### config.mk
export PLATFORM = sky130hd
export DESIGN_NAME = hmm_forward_state_step
export DESIGN_NICKNAME = d
export VERILOG_FILES = /design/src/sv/hfs_pkg.sv /design/src/sv/hfs_mac_unit.sv /design/src/sv/hfs_seq.sv /design/src/sv/hmm_forward_state_step.sv
export VERILOG_INCLUDE_DIRS = /design/src /design/src/sv
export SDC_FILE = /design/constraint.sdc
export NUM_CORES = 2
export LEC_CHECK = 0
export BUFFER_PORTS_ARGS = -buffer_cell sky130_fd_sc_hd__buf_2
export CORE_AREA = 10 10 289 569
export DETAILED_ROUTE_END_ITERATION = 16
export DIE_AREA = 0 0 299 579
export PLACE_DENSITY = 0.52
export RECOVER_POWER = 100
export SYNTH_ARGS = -nofsm -noshare
export SYNTH_HDL_FRONTEND = slang
export SYNTH_SLANG_ARGS = --single-unit
### constraint.sdc
create_clock -name clk -period 10.96 [get_ports clk]
set_clock_uncertainty 0.2 [all_clocks]
set_input_delay 1.096 -clock clk [delete_from_list [all_inputs] [get_ports clk]]
set_output_delay 1.096 -clock clk [all_outputs]
set_load 0.01 [all_outputs]
### src/sv/hmm_forward_state_step_defines.svh
// ----------------------------------------------------------------------------
// hmm_forward_state_step_defines.svh
// Assertion macros shared by the forward state step RTL.
// ----------------------------------------------------------------------------
`ifndef HMM_FORWARD_STATE_STEP_DEFINES_SVH
`define HMM_FORWARD_STATE_STEP_DEFINES_SVH

// Same-cycle implication, disabled while reset is asserted
`define HFS_ASSERT_NOW(lbl, ck, rn, ante, cons, msg) \
  lbl: assert property (@(posedge ck) disable iff (!rn) (ante) |-> (cons)) \
    else $error(msg);

// Next-cycle implication, disabled while reset is asserted
`define HFS_ASSERT_NEXT(lbl, ck, rn, ante, cons, msg) \
  lbl: assert property (@(posedge ck) disable iff (!rn) (ante) |=> (cons)) \
    else $error(msg);

`endif

### src/sv/hfs_pkg.sv
// ----------------------------------------------------------------------------
// hfs_pkg
// Types and constants shared by the forward state step modules.
// ----------------------------------------------------------------------------
`timescale 1ns / 1ps
`default_nettype none

package hfs_pkg;

  // Field width on the stream buses
  localparam int FIELD_W = 32;

  // in_tdata layout, lowest bit first
  localparam int OFF_ALPHA  = 0;
  localparam int OFF_SUFFIX = 32;
  localparam int OFF_DIAG   = 64;
  localparam int OFF_BELOW  = 96;
  localparam int OFF_UPPREV = 128;
  localparam int OFF_RATIO  = 160;
  localparam int OFF_EBASE  = 192;
  localparam int OFF_EZERO  = 224;
  localparam int OFF_ETWO   = 256;
  localparam int OFF_OBSZ   = 288;
  localparam int OFF_OBST   = 289;
  localparam int IN_TDATA_W = 296;
  localparam int OUT_TDATA_W = 32;

  // Sequencer states
  typedef enum logic [6:0] {
    ST_IDLE = 7'b0000001,
    ST_RT   = 7'b0000010,
    ST_DG   = 7'b0000100,
    ST_BL   = 7'b0001000,
    ST_SUM  = 7'b0010000,
    ST_EM   = 7'b0100000,
    ST_OUT  = 7'b1000000
  } state_t;

  // Accumulator operation
  typedef enum logic [1:0] {
    ACC_HOLD  = 2'd0,
    ACC_LOAD  = 2'd1,
    ACC_ADD   = 2'd2,
    ACC_CLEAR = 2'd3
  } acc_op_t;

  // Emission register operation
  typedef enum logic [1:0] {
    EMIS_HOLD = 2'd0,
    EMIS_LOAD = 2'd1,
    EMIS_ADD  = 2'd2
  } emis_op_t;

  // Multiplier operand pair
  typedef enum logic [2:0] {
    OPS_UP = 3'd0,
    OPS_RT = 3'd1,
    OPS_DG = 3'd2,
    OPS_BL = 3'd3,
    OPS_EM = 3'd4
  } op_sel_t;

  // Sequencer to datapath controls
  typedef struct packed {
    logic     mul_en;
    op_sel_t  op_sel;
    acc_op_t  acc_op;
    emis_op_t emis_op;
    logic     cap_in;
    logic     upd_upper;
    logic     load_out;
  } ctrl_t;

  // Datapath to sequencer status
  typedef struct packed {
    logic accept;
    logic first;
    logic out_stall;
  } stat_t;

endpackage

`default_nettype wire

### src/sv/hfs_mac_unit.sv
// ----------------------------------------------------------------------------
// hfs_mac_unit
// Shared fixed-point multiply, scale and saturating accumulate unit.
// ----------------------------------------------------------------------------
`timescale 1ns / 1ps
`default_nettype none

module hfs_mac_unit #(
  parameter int W = 32
) (
  input  wire logic                clk,
  input  wire hfs_pkg::ctrl_t      ctrl,
  input  wire logic signed [W-1:0] op_a,
  input  wire logic signed [W-1:0] op_b,
  input  wire logic signed [W-1:0] emis_x,
  input  wire logic signed [W-1:0] emis_y,
  output logic signed [W-1:0]      acc,
  output logic signed [W-1:0]      emis,
  output logic signed [W-1:0]      scaled
);
  import hfs_pkg::*;

  localparam logic signed [W-1:0] SMAX = {1'b0, {(W-1){1'b1}}};
  localparam logic signed [W-1:0] SMIN = {1'b1, {(W-1){1'b0}}};

  logic signed [2*W-1:0] prod_r;
  logic signed [W-1:0]   acc_r, acc_nxt;
  logic signed [W-1:0]   emis_r, emis_nxt;

  // Saturating add of two W-bit values
  function automatic logic signed [W-1:0] sat_add(input logic signed [W-1:0] a,
                                                  input logic signed [W-1:0] b);
    logic signed [W:0] s;
    s = {a[W-1], a} + {b[W-1], b};
    if (s[W] != s[W-1]) sat_add = s[W] ? SMIN : SMAX;
    else                sat_add = s[W-1:0];
  endfunction

  // Product scaled by 2^-(W-2), floor, then saturated
  function automatic logic signed [W-1:0] sat_scale(input logic signed [2*W-1:0] p);
    logic signed [W+1:0] t;
    t = p[2*W-1:W-2];
    if ((t[W+1:W-1] == 3'b000) || (t[W+1:W-1] == 3'b111)) sat_scale = t[W-1:0];
    else                                                 sat_scale = t[W+1] ? SMIN : SMAX;
  endfunction

  assign scaled = sat_scale(prod_r);

  // Accumulator next value
  always_comb begin
    case (ctrl.acc_op)
      ACC_LOAD:  acc_nxt = scaled;
      ACC_ADD:   acc_nxt = sat_add(acc_r, scaled);
      ACC_CLEAR: acc_nxt = '0;
      default:   acc_nxt = acc_r;
    endcase
  end

  // Emission next value
  always_comb begin
    case (ctrl.emis_op)
      EMIS_LOAD: emis_nxt = sat_add(emis_x, emis_y);
      EMIS_ADD:  emis_nxt = sat_add(emis_r, emis_y);
      default:   emis_nxt = emis_r;
    endcase
  end

  // Product register and accumulators
  always_ff @(posedge clk) begin
    if (ctrl.mul_en) begin
      prod_r <= op_a * op_b;
    end
    acc_r  <= acc_nxt;
    emis_r <= emis_nxt;
  end

  assign acc  = acc_r;
  assign emis = emis_r;

endmodule

`default_nettype wire

### src/sv/hfs_seq.sv
// ----------------------------------------------------------------------------
// hfs_seq
// Sequencer that steps one state item through the shared unit.
// ----------------------------------------------------------------------------
`timescale 1ns / 1ps
`default_nettype none

module hfs_seq (
  input  wire logic           clk,
  input  wire logic           rst_n,
  input  wire hfs_pkg::stat_t stat,
  output logic                ready,
  output hfs_pkg::ctrl_t      ctrl
);
  import hfs_pkg::*;

  state_t state_r, state_nxt;

  always_ff @(posedge clk) begin
    if (!rst_n) begin
      state_r <= ST_IDLE;
    end else begin
      state_r <= state_nxt;
    end
  end

  assign ready = (state_r == ST_IDLE);

  // Per-state controls and next state
  always_comb begin
    state_nxt      = state_r;
    ctrl.mul_en    = 1'b0;
    ctrl.op_sel    = OPS_UP;
    ctrl.acc_op    = ACC_HOLD;
    ctrl.emis_op   = EMIS_HOLD;
    ctrl.cap_in    = 1'b0;
    ctrl.upd_upper = 1'b0;
    ctrl.load_out  = 1'b0;
    unique case (state_r)
      ST_IDLE: begin
        // upward product issues straight from the bus
        if (stat.accept) begin
          ctrl.cap_in  = 1'b1;
          ctrl.mul_en  = 1'b1;
          ctrl.emis_op = EMIS_LOAD;
          state_nxt    = ST_RT;
        end
      end
      ST_RT: begin
        ctrl.mul_en  = 1'b1;
        ctrl.op_sel  = OPS_RT;
        ctrl.acc_op  = ACC_LOAD;
        ctrl.emis_op = EMIS_ADD;
        state_nxt    = ST_DG;
      end
      ST_DG: begin
        ctrl.mul_en = 1'b1;
        ctrl.op_sel = OPS_DG;
        ctrl.acc_op = stat.first ? ACC_CLEAR : ACC_ADD;
        state_nxt   = ST_BL;
      end
      ST_BL: begin
        ctrl.mul_en    = 1'b1;
        ctrl.op_sel    = OPS_BL;
        ctrl.acc_op    = ACC_ADD;
        ctrl.upd_upper = 1'b1;
        state_nxt      = ST_SUM;
      end
      ST_SUM: begin
        ctrl.acc_op = ACC_ADD;
        state_nxt   = ST_EM;
      end
      ST_EM: begin
        ctrl.mul_en = 1'b1;
        ctrl.op_sel = OPS_EM;
        state_nxt   = ST_OUT;
      end
      ST_OUT: begin
        if (!stat.out_stall) begin
          ctrl.load_out = 1'b1;
          state_nxt     = ST_IDLE;
        end
      end
      default: state_nxt = ST_IDLE;
    endcase
  end

endmodule

`default_nettype wire

### src/sv/hmm_forward_state_step.sv
// ----------------------------------------------------------------------------
// hmm_forward_state_step
// Forward-pass state update with linear-time transitions, one state per beat.
// ----------------------------------------------------------------------------
// One input beat per hidden state, in state order, in_tuser high on state
// zero. Each beat produces one alpha_out beat. in_tready drops after
// acceptance and returns once the result is loaded, so no new beat is
// taken while one is in flight: five products go one after another
// through a single WxW multiplier with its registered output, followed by
// a saturating accumulate, under a small sequencer. The result is loaded
// into the output register in state OUT, after states RT, DG, BL, SUM and
// EM; if the previous result has not been taken by then, the block waits
// until it is. Arithmetic is signed fixed point with min(WORD_BITS, 32)
// bits and two integer bits, products floored and every step saturated.
`timescale 1ns / 1ps
`default_nettype none
`include "hmm_forward_state_step_defines.svh"

module hmm_forward_state_step #(
  parameter int WORD_BITS = 32
) (
  input  wire logic                             clk,
  input  wire logic                             rst_n,
  input  wire logic                             in_tvalid,
  output logic                                  in_tready,
  // alpha_in, suffix_next, coef_diag, coef_below, coef_up_prev, ratio_prev,
  // emit_base, emit_zero_delta, emit_two_delta, obs_zero, obs_two, zero pad
  input  wire logic [hfs_pkg::IN_TDATA_W-1:0]   in_tdata,
  // first_state
  input  wire logic                             in_tuser,
  output logic                                  out_tvalid,
  input  wire logic                             out_tready,
  // alpha_out
  output logic [hfs_pkg::OUT_TDATA_W-1:0]       out_tdata
);
  import hfs_pkg::*;

  localparam int EW = (WORD_BITS > FIELD_W) ? FIELD_W : WORD_BITS;

  ctrl_t ctrl;
  stat_t stat;
  logic  accept;

  // Bus fields, low EW bits of each
  logic signed [EW-1:0] alpha_f, suffix_f, diag_f, below_f, upprev_f, ratio_f;
  logic signed [EW-1:0] ebase_f, ezero_f, etwo_f;
  logic                 obsz_f, obst_f;

  assign alpha_f  = in_tdata[OFF_ALPHA  +: EW];
  assign suffix_f = in_tdata[OFF_SUFFIX +: EW];
  assign diag_f   = in_tdata[OFF_DIAG   +: EW];
  assign below_f  = in_tdata[OFF_BELOW  +: EW];
  assign upprev_f = in_tdata[OFF_UPPREV +: EW];
  assign ratio_f  = in_tdata[OFF_RATIO  +: EW];
  assign ebase_f  = in_tdata[OFF_EBASE  +: EW];
  assign ezero_f  = in_tdata[OFF_EZERO  +: EW];
  assign etwo_f   = in_tdata[OFF_ETWO   +: EW];
  assign obsz_f   = in_tdata[OFF_OBSZ];
  assign obst_f   = in_tdata[OFF_OBST];

  // Captured operands of the beat in flight
  logic                 first_r;
  logic signed [EW-1:0] ratio_r, diag_r, below_r, suffix_r, etwo_r;
  logic                 obst_r;

  // Recurrence state
  logic signed [EW-1:0] alpha_before_r, upper_r;

  // Output register
  logic                   out_valid_r;
  logic [OUT_TDATA_W-1:0] out_data_r;

  // Shared unit operands and results
  logic signed [EW-1:0] op_a, op_b, emis_y, acc, emis, scaled;

  assign accept = in_tvalid && in_tready;

  assign stat.accept    = accept;
  assign stat.first     = first_r;
  assign stat.out_stall = out_valid_r && !out_tready;

  hfs_seq u_seq (
    .clk   (clk),
    .rst_n (rst_n),
    .stat  (stat),
    .ready (in_tready),
    .ctrl  (ctrl)
  );

  // Operand pair for the multiplier
  always_comb begin
    case (ctrl.op_sel)
      OPS_RT: begin
        op_a = ratio_r;
        op_b = upper_r;
      end
      OPS_DG: begin
        op_a = diag_r;
        op_b = alpha_before_r;
      end
      OPS_BL: begin
        op_a = below_r;
        op_b = suffix_r;
      end
      OPS_EM: begin
        op_a = emis;
        op_b = acc;
      end
      default: begin
        op_a = upprev_f;
        op_b = alpha_before_r;
      end
    endcase
  end

  // Emission delta: zero delta on capture, two delta on the following cycle
  always_comb begin
    if (ctrl.cap_in) emis_y = obsz_f ? ezero_f : '0;
    else             emis_y = obst_r ? etwo_r  : '0;
  end

  hfs_mac_unit #(
    .W (EW)
  ) u_mac (
    .clk    (clk),
    .ctrl   (ctrl),
    .op_a   (op_a),
    .op_b   (op_b),
    .emis_x (ebase_f),
    .emis_y (emis_y),
    .acc    (acc),
    .emis   (emis),
    .scaled (scaled)
  );

  // Operand capture
  always_ff @(posedge clk) begin
    if (ctrl.cap_in) begin
      first_r  <= in_tuser;
      ratio_r  <= ratio_f;
      diag_r   <= diag_f;
      below_r  <= below_f;
      suffix_r <= suffix_f;
      etwo_r   <= etwo_f;
      obst_r   <= obst_f;
    end
  end

  // Recurrence state; alpha_before takes the new alpha once the upward
  // product has read the old one
  always_ff @(posedge clk) begin
    if (!rst_n) begin
      alpha_before_r <= '0;
      upper_r        <= '0;
    end else begin
      if (ctrl.cap_in)    alpha_before_r <= alpha_f;
      if (ctrl.upd_upper) upper_r        <= acc;
    end
  end

  // Result register
  always_ff @(posedge clk) begin
    if (!rst_n) begin
      out_valid_r <= 1'b0;
    end else if (ctrl.load_out) begin
      out_valid_r <= 1'b1;
    end else if (out_tready) begin
      out_valid_r <= 1'b0;
    end
  end

  always_ff @(posedge clk) begin
    if (ctrl.load_out) out_data_r <= OUT_TDATA_W'(scaled);
  end

  assign out_tvalid = out_valid_r;
  assign out_tdata  = out_data_r;

  `HFS_ASSERT_NEXT(a_busy_after_accept, clk, rst_n, accept, !in_tready, "ready after accept")
  `HFS_ASSERT_NOW(a_no_overwrite, clk, rst_n, ctrl.load_out, !(out_valid_r && !out_tready), "result overwritten")
  `HFS_ASSERT_NEXT(a_load_shows, clk, rst_n, ctrl.load_out, out_tvalid, "loaded result not shown")
  `HFS_ASSERT_NEXT(a_first_clears, clk, rst_n, ctrl.upd_upper && first_r, upper_r == '0, "accumulator not cleared on state zero")

endmodule

`default_nettype wire
* Yosys cells after proc, flatten, opt, wreduce, memory -nomap -nowiden *
Cells that the tools add are included.

operators by class
  add/sub/neg operators = 3
  eq/ne operators = 22
  multipliers = 1
  mux-type cells = 31
  reduce and logical (&&, ||, !) cells = 11

operators by type and width
  kind                                                              number
  32-bit two-way mux                                                11
  32-bit one-hot mux with 3 select lines                            2
  32-bit one-hot mux with 4 select lines                            1
  32-bit by 32-bit adder with 33-bit output                         3
  32-bit by 32-bit multiplier with 64-bit output                    1
  32-bit one-hot mux with 2 select lines                            1
  7-bit one-hot mux with 7 select lines                             1
  7-bit two-way mux                                                 2
  3-bit one-hot mux with 4 select lines                             1
  1-bit two-way mux                                                 8
  7-bit by 1-bit == test with 1-bit output (second input constant)  1
  7-bit by 2-bit == test with 1-bit output (second input constant)  1
  7-bit by 3-bit == test with 1-bit output (second input constant)  1
  7-bit by 4-bit == test with 1-bit output (second input constant)  1
  7-bit by 5-bit == test with 1-bit output (second input constant)  1
  7-bit by 6-bit == test with 1-bit output (second input constant)  1
  7-bit == test (second input constant)                             1
  2-bit == test (second input constant)                             3
  3-bit by 2-bit == test with 1-bit output (second input constant)  2
  3-bit == test (second input constant)                             2
  2-bit one-hot mux with 3 select lines                             1
  2-bit by 1-bit == test with 1-bit output (second input constant)  2
  2-bit one-hot mux with 2 select lines                             1
  2-bit nonzero test                                                2
  14 further kinds                                                  17

word-level totals
  output and inout port bits = 34
  input port bits = 301
  word-level logic and storage cells = 83
  register bits = 394

* Longest topological paths before layout *
  word-level depth = 9
  gate-level depth with buffers = 37
  mapped depth without buffers = 32

* Cells and area by module *
From an unflattened synthesis, not the netlist that was laid out.

second synthesis, totals
  cells, all modules = 5,616
  area, all modules = 56,389.1 um^2

by module, submodules not included
  module                  area each (um^2)  cells an instance  seq. area each (um^2)  instances
  hfs_mac_unit            44,890.6          4,765              2,942.8                1
  hmm_forward_state_step  11,029.3          792                7,126.8                1
  hfs_seq                 469.2             59                 140.1                  1

* Worst setup path after synthesis *
Ideal clock, no wire load.

  path kind = reg2reg
  from = reg u_seq.state_r[3]
  to = reg u_mac.prod_r[63], data pin
  cell stages (with the launch flop) = 33
  path slack = 1.343 ns
  data arrival time = 9.157 ns
  library setup time = 0.260 ns
  required time = 10.500 ns
  period minus slack after synthesis = 9.617 ns
  path buffers = 4
  cell sequence = dfxtp_1 -> clkbuf_1 -> nor2_1 -> and4b_1 -> clkbuf_1 -> clkbuf_1 -> a22o_1 -> a221oi_1 -> clkbuf_1 -> nor2_1 -> fa_1 -> inv_1 -> fa_1 -> inv_1 -> fa_1 -> fa_1 -> inv_1 -> fa_1 -> inv_1 -> fa_1 -> inv_1 -> fa_1 -> inv_1 -> fa_1 -> ha_1 -> a21o_1 -> a21oi_1 -> nor2b_1 -> or2_2 -> a2111o_1 -> a311o_1 -> a21oi_1 -> xnor2_1

between the ends
  cells in the longest elaborated chain, start to end = 5
  elaborated cells between the ends (all ways) = 12
  those cells by class = mul (1); eq/ne (8); mux (3)

ends and longest elaborated chain
  what                                                                                                     RTL line                      text
  from (decl)                                                                                              hfs_seq.sv:17                 state_t state_r, state_nxt;
  from (signal assigned)                                                                                   hfs_seq.sv:23                 state_r <= state_nxt;
  7-bit by 6-bit == test with 1-bit output (tied with other cells)                                         hfs_seq.sv:39                 unique case (state_r)
  3-bit one-hot mux with 4 select lines *                                                                  hfs_seq.sv:39
  3-bit == test (tied with other cells)                                                                    hmm_forward_state_step.sv:92  case (ctrl.op_sel)
  32-bit one-hot mux with 4 select lines / 32-bit one-hot mux with 3 select lines (equally long branches)  hmm_forward_state_step.sv:92
  32-bit by 32-bit multiplier with 64-bit output *                                                         hfs_mac_unit.sv:71            prod_r <= op_a * op_b;
  to (signal assigned)                                                                                     hfs_mac_unit.sv:71
  to (decl)                                                                                                hfs_mac_unit.sv:26            logic signed [2*W-1:0] prod_r;

Mark *: on every way between the ends. The rest lies on a longest branch, timed or not.
A chain may end at the register's enable or synchronous reset.

* Worst setup path after layout *
  from = reg u_seq.state_r[6]
  to = reg u_mac.prod_r[60], data pin

Same word-level chain as after synthesis.

==> flow_summary.yaml <==
die:
  core-area_sq_um: 155000
  rows: 205
  die_height_um: 579
  initial_utilization: 0.347
  die_area_sq_um: 173000
  boundaryPins: 335
  dieWidth_um: 299
critical_path:
  cp_max_stage_cell: "a221o_1"
  slowest_delay_ns: 0.65
  worst_setup_path_end_kind: "flop"
  cp_data_arrival_time_ns: 10.85
  regToRegStartpoint: "u_seq.state_r[6]"
  most_used_cell_cp: "fa_1"
  category_of_the_most_critical_setup_path: "flop to flop"
  critical_path.max_fanout: 20
  timing.critical_path.from: "u_seq.state_r[6]"
  critical_path.startpoint_type: "flop"
  timing.critical_path.buf_inv: 3
  worstPathRequired_ns: 11.10
  path_delay_family: "adder cells"
  worst-r2r-setup-slack_ns: 0.26
finish:
  drive_above_1_share: 0.121
  syn_to_layout_area_delta_pct: 14.6
  final_net_count: 7656
timing:
  post-route-min-period_ns: 10.70
  post-route-worst-setup-slack_ns: 0.259
  timing.max_slew.rel_slack: -2.72
  setup_viol: 0
  fin_worst_hold_slack_ns: 0.270
  final.period_utilization: 0.976
  final.setup.tns_ns: 0
  final_max_slew_viols: 533
  worstMarginPinSlew_ns: 5.55
  final-hold-violation-count: 0
  max_clock_freq_mhz: 93.4
  grt_setup_unrepaired: "no"
global_routing:
  via_count_of_the_first_global_routing_pass: 46100
  grt_pass1_wl_um: 301000
  initial_antenna_violation_count: 9
  globalRoute.totalOverflow: 0
  pin_count_of_the_biggest_net_entering_global_routing: 124
  grtUsageTotal: 0.233
placed_design:
  dpl.hpwl_um: 166000
  io_buffers: 328
  dp_worst_setup_slack_ns: 0.0715
  gp_congestion: 0.947
synthesis:
  muxShareOfSynthArea: 0.000371
  synthAdderAreaFrac: 0.467
  synth_largest_area_cell: "fa_1"
  yosys.cell_count.top_type: "fa_1"
  yosysSeqAreaShare: 0.189
  mappedNetlistNets: 7254
  synth_cells: 5592
  synth.cell_area_sq_um: 53900
  synth_edf_count: 292
  top_cell_types_by_occurrence_after_synthesis: "1084 x fa_1, 1015 x inv_1, 749 x nand2_1, 625 x nor2_1, 292 x edfxtp_1"
  synth_top_family_by_area: "adder cells"
  yosys_warns: 0
  most_instantiated_flip_flop_cell_in_the_synthesis_netlist: "edfxtp_1"
  simple_gate_share_of_the_synthesized_area: 0.121
  synth.lib_cells_used.distinct: 74
  synthTopCellsByArea: "fa_1 40%, edfxtp_1 16%, inv_1 7.1%"
  synth.avg_cell_area_sq_um: 9.64
  synthDominantCellAreaShare: 0.402
  yosys_register_bits: 364
  ys_async_sr_fraction: 0
  synth-compound-area-share: 0.113
  synth-xor-area-share: 0.0203
detailed_routing:
  drt_drc_violations_left: 0
  avgViaCountPerCell: 5.34
  antenna_left: 0
  dr.pass1.iters: 6
  dr_total_vias: 43200
  drt_first_iter_violations: 3478
  routed_wire_length_per_instance_um: 25.0
  total_detailed_routing_wirelength_um: 202000
clock_tree:
  cts_max_level: 2
  cts_tree: "yes"
  cts_made_buffers: 45
  ctsHoldBuffers: 0
  worst_skew_pair.late_latency_ns: 0.62
  clk_pin_slew_ns: 0.06
  cts_sink_cnt: 364
  clk_root_buffer_cell: "clkbuf_16"
  cts.path.max_buffers: 3
power:
  power_leakage_nw: 28.8
  p_total_w: 0.0229
  ir_worst_vdd_mv: 0.876
  power-per-cell-area_nw_per_um2: 370
hold_path:
  min-delay-path-class: "flop to flop"
  worstHoldStart: "upper_r[30]"
job:
  maxCapViolations: 11
outcome:
  violations: "capacitance limit, slew limit"
  outcome: "finished, violations left"
==> cells by family (layout without fill, tap and decap cells) <==
group	after synthesis	after routing
multiplexers	2	2
buffers and inverters	1287	1725
adder cells (fa/ha/maj)	1361	1361
flip-flops	364	364
AO/OA/AOI/OAI	861	861
XOR/XNOR	125	125
AND/OR/NAND/NOR	1592	1593
other	0	4
==> through the flow <==
stage | instances | util | instance area [sq um]
detailed placement | 8016 | 0.387 | 60200
floorplan | 5592 | - | 53900
global placement | 8016 | 0.387 | 60200
finish | 8105 | 0.397 | 61800
global route | 8101 | 0.397 | 61800
CTS | 8100 | 0.398 | 61900
==> registers in the layout, indices dropped and copies added, names as in the netlist <==
signal / cells
alpha_before_r: 32
below_r: 32
diag_r: 32
etwo_r: 32
first_r: 1
obst_r: 1
out_tdata: 32
out_tvalid: 1
ratio_r: 32
suffix_r: 32
u_mac.acc: 32
u_mac.emis: 32
u_mac.prod_r: 34
u_seq.state_r: 7
upper_r: 32
==> power by group <==
part | internal [W] | leakage [nW] | switching, W
registers | 0.00220 | 3.33 | 0.000110
clock network | 0.00102 | 0.821 | 0.000689
logic | 0.00721 | 24.6 | 0.0116
total | 0.0104 | 28.8 | 0.0124
==> worst min-delay path, cell delays in order, from the launching register on <==
cell and delay, ns:
dfxtp_1 0.31, nand2_1 0.05, a21boi_0 0.06
==> per-layer routing <==
layer  vias up  global-route usage  share of wire
li1      18600                   -              -
met1     22400               0.301           0.40
met2      1955               0.373           0.46
met3       364              0.0403          0.079
met4         6               0.115          0.060
met5         -                   0        0.00020
==> path summary, 6_finish.rpt <==
kind | end | depth (start not counted)
setup / recovery | u_mac.prod_r[60] | 29
hold / removal | upper_r[30] | 2
setup reg to reg | u_mac.prod_r[60] | 29
hold reg to reg | upper_r[30] | 2
==> repair_timing <==
item | CTS | global route
setup endpoints to repair | 0 | 4
resized for setup | 0 | 9
hold endpoints to repair | 0 | 0
setup buffers | 0 | 0
==> area by class of cell <==
class,instances,area (sq um)
antenna,4,10.0
clock buffer,51,1210
clock inverter,33,473
fill,15600,93700
inverter,1016,3810
multi-input combinational,3942,39300
sequential,364,10200
tap,2070,2590
timing repair buffer,625,4130
==> cells in the final DEF, fill, tap and decap left out, types with 25 or more instances in the layout <==
cell	count
o21a_1	25
clkbuf_16	46
fa_1	1084
o21ai_0	73
clkbuf_1	68
a22o_1	64
a221oi_2	38
buf_4	235
nor2_1	624
dfxtp_1	72
a22oi_1	30
buf_2	283
nand3_1	38
o22ai_1	32
nand2_1	749
a21boi_0	72
o21bai_1	28
nand2b_1	28
a21oi_1	227
a21o_1	91
a221o_1	54
xor2_1	38
buf_12	32
edfxtp_1	292
xnor2_1	87
ha_1	277
inv_1	1014
No activity file was read; power rests on OpenSTA's default activity.
